**config.mk**
```make
export PLATFORM = sky130hd
export DESIGN_NAME = running_median_rssi_filter
export DESIGN_NICKNAME = d
export VERILOG_FILES = /design/src/hw/rtl/rmf_pkg.sv /design/src/hw/rtl/rmf_cell.sv /design/src/hw/rtl/running_median_rssi_filter.sv
export SDC_FILE = /design/constraint.sdc
export NUM_CORES = 1
export LEC_CHECK = 0
export ABC_AREA = 0
export BUFFER_PORTS_ARGS = -buffer_cell sky130_fd_sc_hd__buf_4
export CAP_MARGIN = 20
export CORE_ASPECT_RATIO = 0.75
export CORE_MARGIN = 3
export CORE_UTILIZATION = 45
export DETAILED_ROUTE_END_ITERATION = 10
export PLACE_DENSITY_LB_ADDON = 0.2
export SLEW_MARGIN = 20
export SYNTH_ARGS = -nofsm -noshare
export SYNTH_HDL_FRONTEND = slang
export SYNTH_SLANG_ARGS = --single-unit
```
**constraint.sdc**
```tcl
create_clock -name clk -period 3.9 [get_ports clk]
set_clock_uncertainty 0.05 [all_clocks]
set_input_delay 0.585 -clock clk [delete_from_list [all_inputs] [get_ports clk]]
set_output_delay 0.585 -clock clk [all_outputs]
set_load 0.01 [all_outputs]
```
**src/hw/rtl/rmf_pkg.sv**
```systemverilog
`timescale 1ns / 1ps
// ---------------------------------------------------------------------------
// rmf_pkg: shared types for the running median filter
// Command codes, sequencer state codes and the control bundle sent to every cell.
// ---------------------------------------------------------------------------
package rmf_pkg;

  // Command codes
  localparam logic CMD_PUSH  = 1'b0;
  localparam logic CMD_CLEAR = 1'b1;

  // Sequencer states, one-hot
  typedef enum logic [4:0] {
    S_IDLE = 5'b00001,
    S_LOAD = 5'b00010,
    S_RANK = 5'b00100,
    S_PICK = 5'b01000,
    S_DONE = 5'b10000
  } state_t;

  // Control bundle broadcast to the cell row
  typedef struct packed {
    logic load;   // copy own sample into the travel slot, clear rank
    logic shift;  // compare travel against own, pass travel on
    logic pick;   // pass the selected sample down the row
  } cell_ctl_t;

endpackage

```
**src/hw/rtl/rmf_cell.sv**
```systemverilog
`timescale 1ns / 1ps
// ---------------------------------------------------------------------------
// rmf_cell: one window slot of the running median filter
// Holds one sample, ranks it against samples that circulate around the
// ring, then forwards either its own sample or its neighbor's pick.
// ---------------------------------------------------------------------------
module rmf_cell #(
  parameter int WINDOW = 10,
  parameter int IDX    = 0,
  localparam int IW    = $clog2(WINDOW),
  localparam int FW    = $clog2(WINDOW + 1)
) (
  input  logic                clk,
  input  rmf_pkg::cell_ctl_t  ctl,
  input  logic                wr_en,
  input  logic signed [7:0]   wr_data,
  input  logic                slot_vld,
  input  logic [FW-1:0]       target,
  input  logic signed [7:0]   trv_val_in,
  input  logic [IW-1:0]       trv_idx_in,
  input  logic                trv_vld_in,
  input  logic signed [7:0]   pick_in,
  output logic signed [7:0]   trv_val,
  output logic [IW-1:0]       trv_idx,
  output logic                trv_vld,
  output logic signed [7:0]   pick
);

  localparam logic [IW-1:0] MY_IDX = IW'(IDX);

  logic signed [7:0] own;
  logic              own_vld;
  logic [FW-1:0]     rank;
  logic              below;

  // Traveler sorts before own sample; ties broken by slot index
  assign below = own_vld && trv_vld &&
                 ((trv_val < own) || ((trv_val == own) && (trv_idx < MY_IDX)));

  // Sample storage
  always_ff @(posedge clk) begin
    if (wr_en) begin
      own <= wr_data;
    end
  end

  // Ranking ring
  always_ff @(posedge clk) begin
    if (ctl.load) begin
      trv_val <= own;
      trv_idx <= MY_IDX;
      trv_vld <= slot_vld;
      own_vld <= slot_vld;
      rank    <= '0;
    end else if (ctl.shift) begin
      trv_val <= trv_val_in;
      trv_idx <= trv_idx_in;
      trv_vld <= trv_vld_in;
      if (below) begin
        rank <= rank + FW'(1);
      end
    end
  end

  // Selection chain: the one cell whose rank hits the target injects
  always_ff @(posedge clk) begin
    if (ctl.pick) begin
      pick <= (own_vld && (rank == target)) ? own : pick_in;
    end
  end

endmodule

```
**src/hw/rtl/running_median_rssi_filter.sv**
```systemverilog
`timescale 1ns / 1ps
// ---------------------------------------------------------------------------
// running_median_rssi_filter: upper median over the last WINDOW samples
// A row of WINDOW cells holds the ring. Each push ranks all filled slots
// by circulating copies around the row, then shifts the median out.
// ---------------------------------------------------------------------------
//
//  channel | signals                          | direction
//  --------+----------------------------------+----------
//  input   | in_valid, in_stall, command,     | in (stall out)
//          | sample                           |
//  output  | out_valid, out_stall, median,    | out (stall in)
//          | sample_count                     |
//
// A push passes through one load step, WINDOW ranking shifts around the cell
// ring, WINDOW shifts down the selection chain and one step into the output
// register. A clear goes straight to the output register. No new beat is
// taken until the last one has left the sequencer for the output register.
// in_stall is high while the sequencer is busy, and the last step waits while
// a stalled result still holds the output register; the next beat is accepted
// while a result waits in the output register.
// rst is synchronous; it empties the window and drops out_valid.
//
module running_median_rssi_filter #(
  parameter int WINDOW = 10
) (
  input  logic              clk,
  input  logic              rst,
  input  logic              in_valid,
  output logic              in_stall,
  input  logic              command,
  input  logic signed [7:0] sample,
  output logic              out_valid,
  input  logic              out_stall,
  output logic signed [7:0] median,
  output logic [3:0]        sample_count
);

  localparam int IW = $clog2(WINDOW);
  localparam int FW = $clog2(WINDOW + 1);
  localparam logic [IW-1:0] LAST_POS = IW'(WINDOW - 1);
  localparam logic [FW-1:0] FULL     = FW'(WINDOW);

  rmf_pkg::state_t    state, state_next;
  rmf_pkg::cell_ctl_t ctl;
  logic [IW-1:0]      write_position;
  logic [FW-1:0]      fill_count;
  logic [IW-1:0]      step;
  logic               is_clear;
  logic               in_acc;
  logic               out_free;
  logic               step_last;
  logic [FW+3:0]      fill_ext;

  logic signed [7:0] trv_val [WINDOW];
  logic [IW-1:0]     trv_idx [WINDOW];
  logic              trv_vld [WINDOW];
  logic signed [7:0] pick    [WINDOW];

  assign in_stall  = (state != rmf_pkg::S_IDLE);
  assign in_acc    = in_valid && !in_stall;
  assign out_free  = !out_valid || !out_stall;
  assign step_last = (step == LAST_POS);
  assign fill_ext  = {4'b0000, fill_count};

  // Sequencer
  always_comb begin
    state_next = state;
    unique case (state)
      rmf_pkg::S_IDLE: begin
        if (in_acc) begin
          state_next = (command == rmf_pkg::CMD_CLEAR) ? rmf_pkg::S_DONE
                                                        : rmf_pkg::S_LOAD;
        end
      end
      rmf_pkg::S_LOAD: state_next = rmf_pkg::S_RANK;
      rmf_pkg::S_RANK: if (step_last) state_next = rmf_pkg::S_PICK;
      rmf_pkg::S_PICK: if (step_last) state_next = rmf_pkg::S_DONE;
      rmf_pkg::S_DONE: if (out_free) state_next = rmf_pkg::S_IDLE;
      default:         state_next = rmf_pkg::S_IDLE;
    endcase
  end

  assign ctl.load  = (state == rmf_pkg::S_LOAD);
  assign ctl.shift = (state == rmf_pkg::S_RANK);
  assign ctl.pick  = (state == rmf_pkg::S_PICK);

  always_ff @(posedge clk) begin
    if (rst) begin
      state <= rmf_pkg::S_IDLE;
    end else begin
      state <= state_next;
    end
  end

  // Step counter for the ranking and selection passes
  always_ff @(posedge clk) begin
    if (rst || ctl.load || step_last) begin
      step <= '0;
    end else if (ctl.shift || ctl.pick) begin
      step <= step + IW'(1);
    end
  end

  // Ring pointer and fill count
  always_ff @(posedge clk) begin
    if (rst) begin
      write_position <= '0;
      fill_count     <= '0;
    end else if (in_acc) begin
      if (command == rmf_pkg::CMD_CLEAR) begin
        write_position <= '0;
        fill_count     <= '0;
      end else begin
        write_position <= (write_position == LAST_POS) ? '0 : write_position + IW'(1);
        if (fill_count != FULL) begin
          fill_count <= fill_count + FW'(1);
        end
      end
    end
  end

  always_ff @(posedge clk) begin
    if (in_acc) begin
      is_clear <= (command == rmf_pkg::CMD_CLEAR);
    end
  end

  // Cell row
  for (genvar i = 0; i < WINDOW; i++) begin : g_cell
    localparam int PREV = (i == 0) ? WINDOW - 1 : i - 1;
    logic signed [7:0] pick_src;
    logic              slot_vld;
    logic              wr_en;

    assign pick_src = (i == 0) ? 8'sd0 : pick[PREV];
    assign slot_vld = (FW'(i) < fill_count);
    assign wr_en    = in_acc && (command == rmf_pkg::CMD_PUSH) &&
                      (write_position == IW'(i));

    rmf_cell #(
      .WINDOW (WINDOW),
      .IDX    (i)
    ) u_cell (
      .clk        (clk),
      .ctl        (ctl),
      .wr_en      (wr_en),
      .wr_data    (sample),
      .slot_vld   (slot_vld),
      .target     (fill_count >> 1),
      .trv_val_in (trv_val[PREV]),
      .trv_idx_in (trv_idx[PREV]),
      .trv_vld_in (trv_vld[PREV]),
      .pick_in    (pick_src),
      .trv_val    (trv_val[i]),
      .trv_idx    (trv_idx[i]),
      .trv_vld    (trv_vld[i]),
      .pick       (pick[i])
    );
  end

  // Output register
  always_ff @(posedge clk) begin
    if (rst) begin
      out_valid <= 1'b0;
    end else if ((state == rmf_pkg::S_DONE) && out_free) begin
      out_valid <= 1'b1;
    end else if (!out_stall) begin
      out_valid <= 1'b0;
    end
  end

  always_ff @(posedge clk) begin
    if ((state == rmf_pkg::S_DONE) && out_free) begin
      median       <= is_clear ? 8'sd0 : pick[WINDOW-1];
      sample_count <= (fill_ext > (FW+4)'(15)) ? 4'd15 : fill_ext[3:0];
    end
  end

endmodule

```
Word-level counts from Yosys, hierarchy flattened
Cells that the tools add are included.

operators by class
  reductions and logical operators = 85
  mux-type cells = 61
  order comparisons = 31
  equality and inequality tests = 42
  bitwise gates (word level) = 1
  $add $sub $neg = 13

operators by type and width
  operator                                                    number
  2-to-1 mux 8 bit                                            29
  equality test 8 bit                                         10
  less-than comparator 8 bit                                  10
  logical AND 1 bit                                           53
  adder 4 x 1 -> 4 bit, second input constant                 13
  equality test 4 x 3 -> 1 bit                                10
  2-to-1 mux 5 bit                                            5
  case mux 5 bit (5 select lines)                             1
  2-to-1 mux 1 bit                                            22
  AND reduction 2 bit                                         11
  equality test 4 x 3 -> 1 bit, second input constant         4
  less-than comparator 3 x 4 -> 1 bit, first input constant   4
  less-than comparator 4 x 3 -> 1 bit, second input constant  4
  2-to-1 mux 4 bit                                            4
  logical OR 1 bit                                            14
  equality test 4 bit, second input constant                  3
  equality test 4 x 2 -> 1 bit, second input constant         2
  less-than comparator 1 x 4 -> 1 bit, first input constant   2
  less-than comparator 2 x 4 -> 1 bit, first input constant   2
  less-than comparator 4 x 1 -> 1 bit, second input constant  2
  less-than comparator 4 x 2 -> 1 bit, second input constant  2
  less-than comparator 4 bit, first input constant            2
  less-than comparator 4 bit, second input constant           2
  != test 2 x 1 -> 1 bit, second input constant               3
  15 further kinds                                            19

word-level totals
  register bits = 371
  output and inout bits = 14
  input port bits = 13
  word-level logic and storage cells = 311

Longest topological paths before layout
Gate-level depths: netlist (run 1).

  depth after elaboration = 5
  depth in mapped cells = 8
  gate-level depth less buffers = 8

Hierarchy
From an unflattened synthesis (run 1), not the netlist that was laid out.

second synthesis, totals
  cell total of the unflattened synthesis = 1352
  area, all modules = 17999.8 um^2

modules (own cells, without submodules)
  module                           instances  area an instance (um^2)  cells each
  rmf_cell (g_cell[5].u_cell ...)  2          1660.3                   118
  rmf_cell (g_cell[6].u_cell ...)  2          1651.6                   119
  rmf_cell (g_cell[0].u_cell)      1          1642.8                   121
  rmf_cell (g_cell[3].u_cell)      1          1640.3                   119
  rmf_cell (g_cell[1].u_cell)      1          1634.1                   118
  rmf_cell (g_cell[2].u_cell)      1          1634.1                   120
  rmf_cell (g_cell[8].u_cell)      1          1615.3                   118
  rmf_cell (g_cell[4].u_cell)      1          1614.0                   115
  running_median_rssi_filter       1          1595.3                   167

Worst setup path after synthesis (run 1)
Ideal clock, no wire load.

  kind = register -> register
  start point = reg state[2]
  end point = reg g_cell[0].u_cell.trv_val[0], enable pin
  setup slack = 185 ps
  setup time = 859 ps
  path buffers = 3
  arrival = 2807 ps
  cell stages (with the launch flop) = 7
  cell sequence = dfxtp_1 > clkbuf_1 > nor2_1 > nand3_1 > clkbuf_1 > clkbuf_1 > nand2_1

on the way
  cells in the longest elaborated chain, start to end = 2
  elaborated cells between the ends (all ways) = 3
  those cells by class = 2 x eq/ne; 1 x reduce/logical

ends and longest elaborated chain
  element                                                                       line                                                                source
  start: declaration                                                            running_median_rssi_filter.sv:44                                    rmf_pkg::state_t state, state_next;
  start signal: assignment                                                      running_median_rssi_filter.sv:90                                    state <= rmf_pkg::S_IDLE;
  start signal: assignment                                                      running_median_rssi_filter.sv:92                                    state <= state_next;
  equality test 5 x 3 -> 1 bit or equality test 5 x 2 -> 1 bit (tied branches)  running_median_rssi_filter.sv:85, running_median_rssi_filter.sv:84
  nonzero test 2 bit (no source line) *                                         --
  end signal: assignment                                                        rmf_cell.sv:50                                                      trv_val <= own;
  end signal: assignment                                                        rmf_cell.sv:56                                                      trv_val <= trv_val_in;
  end: declaration                                                              rmf_cell.sv:23                                                      output logic signed [7:0] trv_val,

Mark *: on every way between the ends. The rest lies on a longest branch, timed or not.
A chain may end at the register's enable or synchronous reset.

Worst setup path in the final report (run 1)
  start point = reg g_cell[7].u_cell.own[5]
  end point = reg g_cell[7].u_cell.rank[3]

on the way
  cells in the longest elaborated chain, start to end = 5
  elaborated cells between the ends (all ways) = 6
  those cells by class = 1 x order compare; 1 x eq/ne; 4 x reduce/logical

ends and longest elaborated chain
  element                                                             line            source
  start: declaration                                                  rmf_cell.sv:31  logic signed [7:0] own;
  start signal: assignment                                            rmf_cell.sv:43  own <= wr_data;
  branches (longest 2 deep; another with less-than comparator 8 bit)  --
  logical OR 1 bit *                                                  rmf_cell.sv:38  ((trv_val < own) || ((trv_val == own) && (trv_idx < MY_IDX)));
  logical AND 1 bit *                                                 rmf_cell.sv:37  assign below = own_vld && trv_vld &&
  AND reduction 2 bit (no source line) *                              --
  end signal: assignment                                              rmf_cell.sv:60  rank <= rank + FW'(1);
  end: declaration                                                    rmf_cell.sv:33  logic [FW-1:0] rank;

Mark *: on every way between the ends.

==> results of run 1 <==
==> layout by cell type, fill, tap and decap left out, types with 3 or more instances in the layout <==
master and instances:
edfxtp_1 273, nand2_1 257, o21ai_0 147, inv_1 106, dfxtp_1 98, ha_1 95
a21oi_1 73, nor2_1 50, nand3_1 50, buf_4 47, clkbuf_16 37, mux2_2 28
xnor2_1 22, xor2_1 20, nand4_1 17, nor2b_1 16, mux2i_1 14, clkbuf_1 14
nor3_1 12, or4_1 12, nor4_1 11, a21o_1 11, nor3b_1 10, nand2b_1 10
or3_1 10, o211ai_1 9, nand3b_1 8, o31ai_1 8, clkbuf_8 6, a211oi_1 5
buf_12 5, clkinv_2 4, a2111oi_0 4, and3_1 3, o21bai_1 3, a31oi_1 3
o32ai_1 3, o22ai_1 3, o2111ai_1 3
==> where the power goes <==
part	switching (mW)	internal [mW]	total (mW)	leakage, nW
Clock	1.48	2.00	3.48	0.557
Combinational	0.244	0.136	0.380	3.44
Sequential	0.120	4.34	4.46	3.27
Total	1.84	6.48	8.32	7.27
==> critical path, stage by stage, from the launching register on <==
cell	delay, ns
edfxtp_1	0.37
inv_1	0.10
ha_1	0.26
a21o_1	0.19
a2111oi_0	0.83
nand4_1	0.17
o22ai_1	0.46
nand4_1	0.18
mux2i_1	0.15
==> state kept, by name (all words and copies together) (netlist names), 5 cells and up <==
| signal | count |
|---|---|
| g_cell.u_cell.own | 80 |
| g_cell.u_cell.own_vld | 10 |
| g_cell.u_cell.pick | 80 |
| g_cell.u_cell.rank | 40 |
| g_cell.u_cell.trv_idx | 40 |
| g_cell.u_cell.trv_val | 80 |
| g_cell.u_cell.trv_vld | 10 |
| median | 8 |
| state | 5 |
==> layout make-up <==
class                   instances  area [sq um]
repair buffers                 52           453
clock buffers                  57          1060
well taps                     496           621
diodes                          1          2.50
clock inverters                 7          86.3
flip-flops and latches        371         10200
multi-input cells             951          5950
fillers                      3182         17500
inverters                     107           403
==> path summary, 6_finish.rpt <==
path,startpoint,to,cells past startpoint
max,g_cell[7].u_cell.own[5]$_DFFE_PP_,g_cell[7].u_cell.rank[3]$_SDFFE_PP0P_,8
min,rst,fill_count[3]$_SDFFE_PP0P_,2
max reg2reg,g_cell[7].u_cell.own[5]$_DFFE_PP_,g_cell[7].u_cell.rank[3]$_SDFFE_PP0P_,8
min reg2reg,g_cell[4].u_cell.trv_idx[1]$_SDFFE_PP0P_,g_cell[5].u_cell.trv_idx[1]$_SDFFE_PP0P_,2
==> logic make-up (layout without fill, tap and decap cells) <==
family	count (synthesis)	count (layout)
other	0	1
adders and majority gates	95	95
DFF	371	371
xor gates and xnor gates	42	42
and+or+nand+nor	483	483
AOI/OAI and AO/OA	289	289
muxes	42	42
buffers and inverters	167	223
==> layer usage <==
metal	up-vias	part of all wire, %
li1	5401	-
met1	5436	48
met4	0	2.0
met5	-	0
met3	56	6.7
met2	322	43
==> synth_stat cells (9+ instances only) <==
cell      instances
a21o_1           11
a21oi_1          73
buf_1            13
clkbuf_1         43
dfxtp_1          98
edfxtp_1        273
ha_1             95
inv_1           107
mux2_2           28
mux2i_1          14
nand2_1         258
nand2b_1         10
nand3_1          51
nand4_1          17
nor2_1           50
nor2b_1          16
nor3_1           12
nor3b_1          10
nor4_1           11
o211ai_1          9
o21ai_0         147
or3_1            10
or4_1            12
xnor2_1          22
xor2_1           20
==> per-stage QoR <==
stage / power [mW] / area [sq um] / hold slack, ns / std cells
after global routing: 8.62 / 18700 / 0.284 / 2041
after floorplan: 4.72 / 16700 / 0.353 / 1489
after CTS: 8.38 / 18700 / 0.288 / 2041
after global placement: 4.91 / 17600 / 0.389 / 1977
final: 8.32 / 18700 / 0.304 / 2042
after detailed placement: 4.92 / 17600 / 0.397 / 1977
==> metrics.txt, run 1 <==
DR WL/cell=20.5 um; hpwl dp=28.7 mm; Pwr Density=444 nW/um^2; total global routing overflow=0; CP arrival=3.26 ns; Slew @ Worst Pin=1.07 ns; Area contributors post-synth=edfxtp_1 49%, dfxtp_1 12%, ha_1 7.1%, nand2_1 5.8%, o21ai_0 4.4%; initial antenna violation count=3; Pleak=7.27 nW; drt drc=0; CTS root buf=clkbuf_16; grt peak-use layer=met1; max cap viols=0; GP Congestion=0.834; 1st-pass router iterations=5; largest family of logic cells by synthesized area=simple AND/OR/NAND/NOR gates; post-layout net count=1,627; Final ANT Viol Nets=0; Netlist cell types=60; Core Region=36,300 sq um; Startpoint Class=flop; largest net degree at the start of global routing=162; Clock transition at path regs=0.06 ns; fin crit share=74.1%; DR vias=11,200; Crit. End Element=flop; fin util=51.7%; RSZ-0062 raised after global routing=no; mux share of post-synthesis cell area=2.72%; met3 Use GR=4.40%; slew margin rel.=28.2%; met1 usage=31.5%; I/O Buffers=26; Die W=229 um; Ys Warns=0; Starting Density=46.1%; post-synth top area share=49.0%; Via density=5.49; Simple-Gate Fraction of Synth Area=13.5%; I/O pin count=27; ys async rst share=0%; minimum clock period=2.89 ns; share of layout cells above drive strength 1=9.06%; number of enable flip-flop cells after synthesis=273; # H-tree levels=2; synthesized area per cell=11.2 sq um; routed wire length=41.9 mm; XOR/XNOR share of the synthesized area=2.20%; CTS resizes=0; setup TNS=0 ns; hold_buf cts=0; vias in the first global route=10,800; Place WS=1.11 ns; synthesis-to-finish area growth=12.1%; worst-path fanout max=5; Syn Nets=1,597; Skew-Pair Late Insertion Delay=0.53 ns; top_reg_cell synth=edfxtp_1; adder-cell share of the synthesized area=7.11%; cell taking the most area after synthesis=edfxtp_1; Post-CTS Setup Bufs=0; TritonCTS buffer count=36; Hold Violations, Final=0; clock sink count=371; R2R setup slack=1.01 ns; drt first-iter violations=1,100; post-synthesis sequential area ratio=60.8%; global-route wire length before repair=63.7 mm; Clock Path Buffers=3; Row Count=60; WP data required=4.26 ns; DIE AREA=39,500 sq um; grt met2 use=30.8%; final setup margin=1.01 ns; outcome=finished clean; fmax=0.346 GHz; Die Y-Extent=173 um; Final Max Tran Viols=0; CTS tree=done; WS Path Type=reg2reg; GRT Total Usage=20.9%; Post-Synthesis Cells=1,489; Max IR drop VDD=0.331 mV; Worst Hold Class=in2reg; Synth Area in Compound Gates=9.85%; register bit count reported by yosys=371; final setup vio count=0; synthesized area=16,700 sq um
No activity file was read; power rests on OpenSTA's default activity.
==> inputs of run 2 (changes only) <==
Clock period 3.9 ns to 3 ns, I/O delays scaled along.
==> run 2 against run 1 <==
  * Final cell count grew 0.98%
  * Global-route usage is 0.45 points higher
  * Fmax up 11%
  * Via count rose by 0.77%
  * Register-to-register slack got worse by 0.60 ns
  * Sequential share of layout area shrank 0.75 points
==> metrics.txt, run 2 (synthesized netlist as in run 1, its figures left out) <==
slew margin rel.=38.5% (+10 points); FILL cells=3,130 (-1.6%); Row Count=60 (unchanged); R2R setup slack=0.41 ns (-0.60 ns); synthesis-to-finish area growth=13.6%; clock sink count=371 (unchanged); hold_buf cts=0 (unchanged); Max IR drop VDD=0.427 mV (+29%); Final ANT Viol Nets=0 (unchanged); drt first-iter violations=1,206 (+9.6%); RSZ-0062 raised after global routing=no; largest net degree at the start of global routing=119 (-27%); Clock transition at path regs=0.06 ns (about the same); routed wire length=42.1 mm (+0.51%); top flop regs=g_cell.u_cell.own (80), g_cell.u_cell.pick (80), g_cell.u_cell.trv_val (80); fin util=52.4% (+0.72 points); total global routing overflow=0 (unchanged); Worst Hold Class=in2reg; CTS tree=done; cell-internal power=8.69 mW (+34%); CP arrival=3.00 ns (-0.26 ns); Post-CTS Setup Bufs=0 (unchanged); clock power share=43.5% (+1.7 points); DR vias=11,300 (+0.77%); max cap viols=0 (unchanged); DIE AREA=39,500 sq um (unchanged); Slew @ Worst Pin=0.921 ns (-0.153 ns); share of layout cells above drive strength 1=10.2% (+1.2 points); hpwl dp=28.6 mm (-0.39%); outcome=finished clean; initial antenna violation count=1 (-2); Gate power share=4.4% (-0.2 points); Switch Pwr=2.48 mW (+35%); I/O Buffers=26 (unchanged); Clock Path Buffers=3 (unchanged); GRT Total Usage=21.4% (+0.45 points); flip-flop and latch area=10,200 sq um (unchanged); area of the multi-input gates=5950 sq um (unchanged); post-layout net count=1,642 (+0.92%); Skew-Pair Late Insertion Delay=0.54 ns (about the same); most frequent cells in the layout=273 x edfxtp_1, 257 x nand2_1, 147 x o21ai_0, 106 x inv_1, 98 x dfxtp_1; most common cell after layout, fill and taps aside=edfxtp_1; DR WL/cell=20.4 um (-0.47%); part of the power in registers=52.0% (-1.6 points); Switching Fraction=22.2% (+0.078 points); final setup vio count=0 (unchanged); vias in the first global route=11,000 (+1.8%); drt drc=0 (unchanged); CTS resizes=0 (unchanged); Pwr Density=588 nW/um^2 (+32%); # H-tree levels=2 (unchanged); Startpoint Class=flop; Via density=5.48 (-0.21%); global-route wire length before repair=65.2 mm (+2.3%); setup TNS=0 ns (unchanged); Die Y-Extent=173 um (unchanged); Die W=229 um (unchanged); fmax=0.385 GHz (+11%); Final Max Tran Viols=0 (unchanged); WP data required=3.41 ns (-0.85 ns); Hold Violations, Final=0 (unchanged); CTS root buf=clkbuf_16; TritonCTS buffer count=39 (+8.3%); GP Congestion=0.913 (+9.4%); Starting Density=46.1% (unchanged); I/O pin count=27 (unchanged); 1st-pass router iterations=5 (unchanged); fin crit share=86.5% (+12 points); Pleak=7.40 nW (+1.7%); minimum clock period=2.59 ns (-0.298 ns); Crit. End Element=flop; Core Region=36,300 sq um (unchanged); worst-path fanout max=7 (+2); WS Path Type=reg2reg
==> run 2: cell count changes in the layout (fill, tap and decap cells not counted), sizes merged <==
cell	previous run	this run
buf	52	64
bufinv	2	3
clkbuf	57	56
clkinv	5	10
clkinvlp	1	3
diode	1	2
==> run 2: path summary, 6_finish.rpt <==
kind | startpoint | cells after the start | to
worst max-delay path | g_cell[1].u_cell.trv_val[7]$_DFFE_PP_ | 7 | g_cell[1].u_cell.rank[3]$_SDFFE_PP0P_
worst min-delay path | out_stall | 3 | out_valid$_SDFFE_PP0P_
worst min register to register | g_cell[0].u_cell.trv_idx[3]$_SDFFE_PP0P_ | 2 | g_cell[1].u_cell.trv_idx[3]$_SDFFE_PP0P_
worst max register to register | g_cell[1].u_cell.trv_val[7]$_DFFE_PP_ | 7 | g_cell[1].u_cell.rank[3]$_SDFFE_PP0P_
==> run 2: layout make-up <==
cell class / count / share of cell area, %
Sequential cell: 371 / 53.5
Multi-Input combinational cell: 951 / 31.3
Clock buffer: 56 / 5.91
Tap cell: 496 / 3.27
Timing Repair Buffer: 64 / 3.06
Inverter: 107 / 2.12
Clock inverter: 15 / 0.830
Antenna cell: 2 / 0.0263
==> run 2: routing by layer <==
metal / track usage (%) / share of wire [%] / vias up
li1: - / - / 5431
met1: 32.7 / 48 / 5465
met2: 31.3 / 43 / 343
met3: 3.75 / 7.0 / 60
met4: 5.70 / 2.1 / 2
met5: 0 / 0.031 / -
==> run 2: critical path, stage by stage (launching register included) <==
cell and delay (ns):
edfxtp_1 0.40, ha_1 0.35, nand4_1 0.18, a211o_1 0.33, and4b_1 0.21, o31ai_1 0.63
o21ai_0 0.22, a21oi_1 0.16
==> run 2: metrics by stage <==
stage | power, mW | std cells | area, sq um | setup slack [ns] | hold slack, ns
after CTS | 11.2 | 2060 | 19000 | 0.370 | 0.145
after detailed placement | 6.41 | 1989 | 17700 | 0.387 | 0.396
after global placement | 6.40 | 1989 | 17700 | 0.546 | 0.387
after floorplan | 6.13 | 1489 | 16700 | 0.180 | 0.353
final | 11.2 | 2062 | 19000 | 0.406 | 0.167
after global routing | 11.6 | 2060 | 19000 | 0.226 | 0.162
==> run 2: power by group through the flow <==
stage	Sequential, mW	Clock, mW	Combinational [mW]
finish	5.81	4.86	0.496
global route	5.83	5.18	0.548
CTS	5.81	4.95	0.492
detailed placement	5.92	0	0.490
global placement	5.92	0	0.479
floorplan	5.83	0	0.297
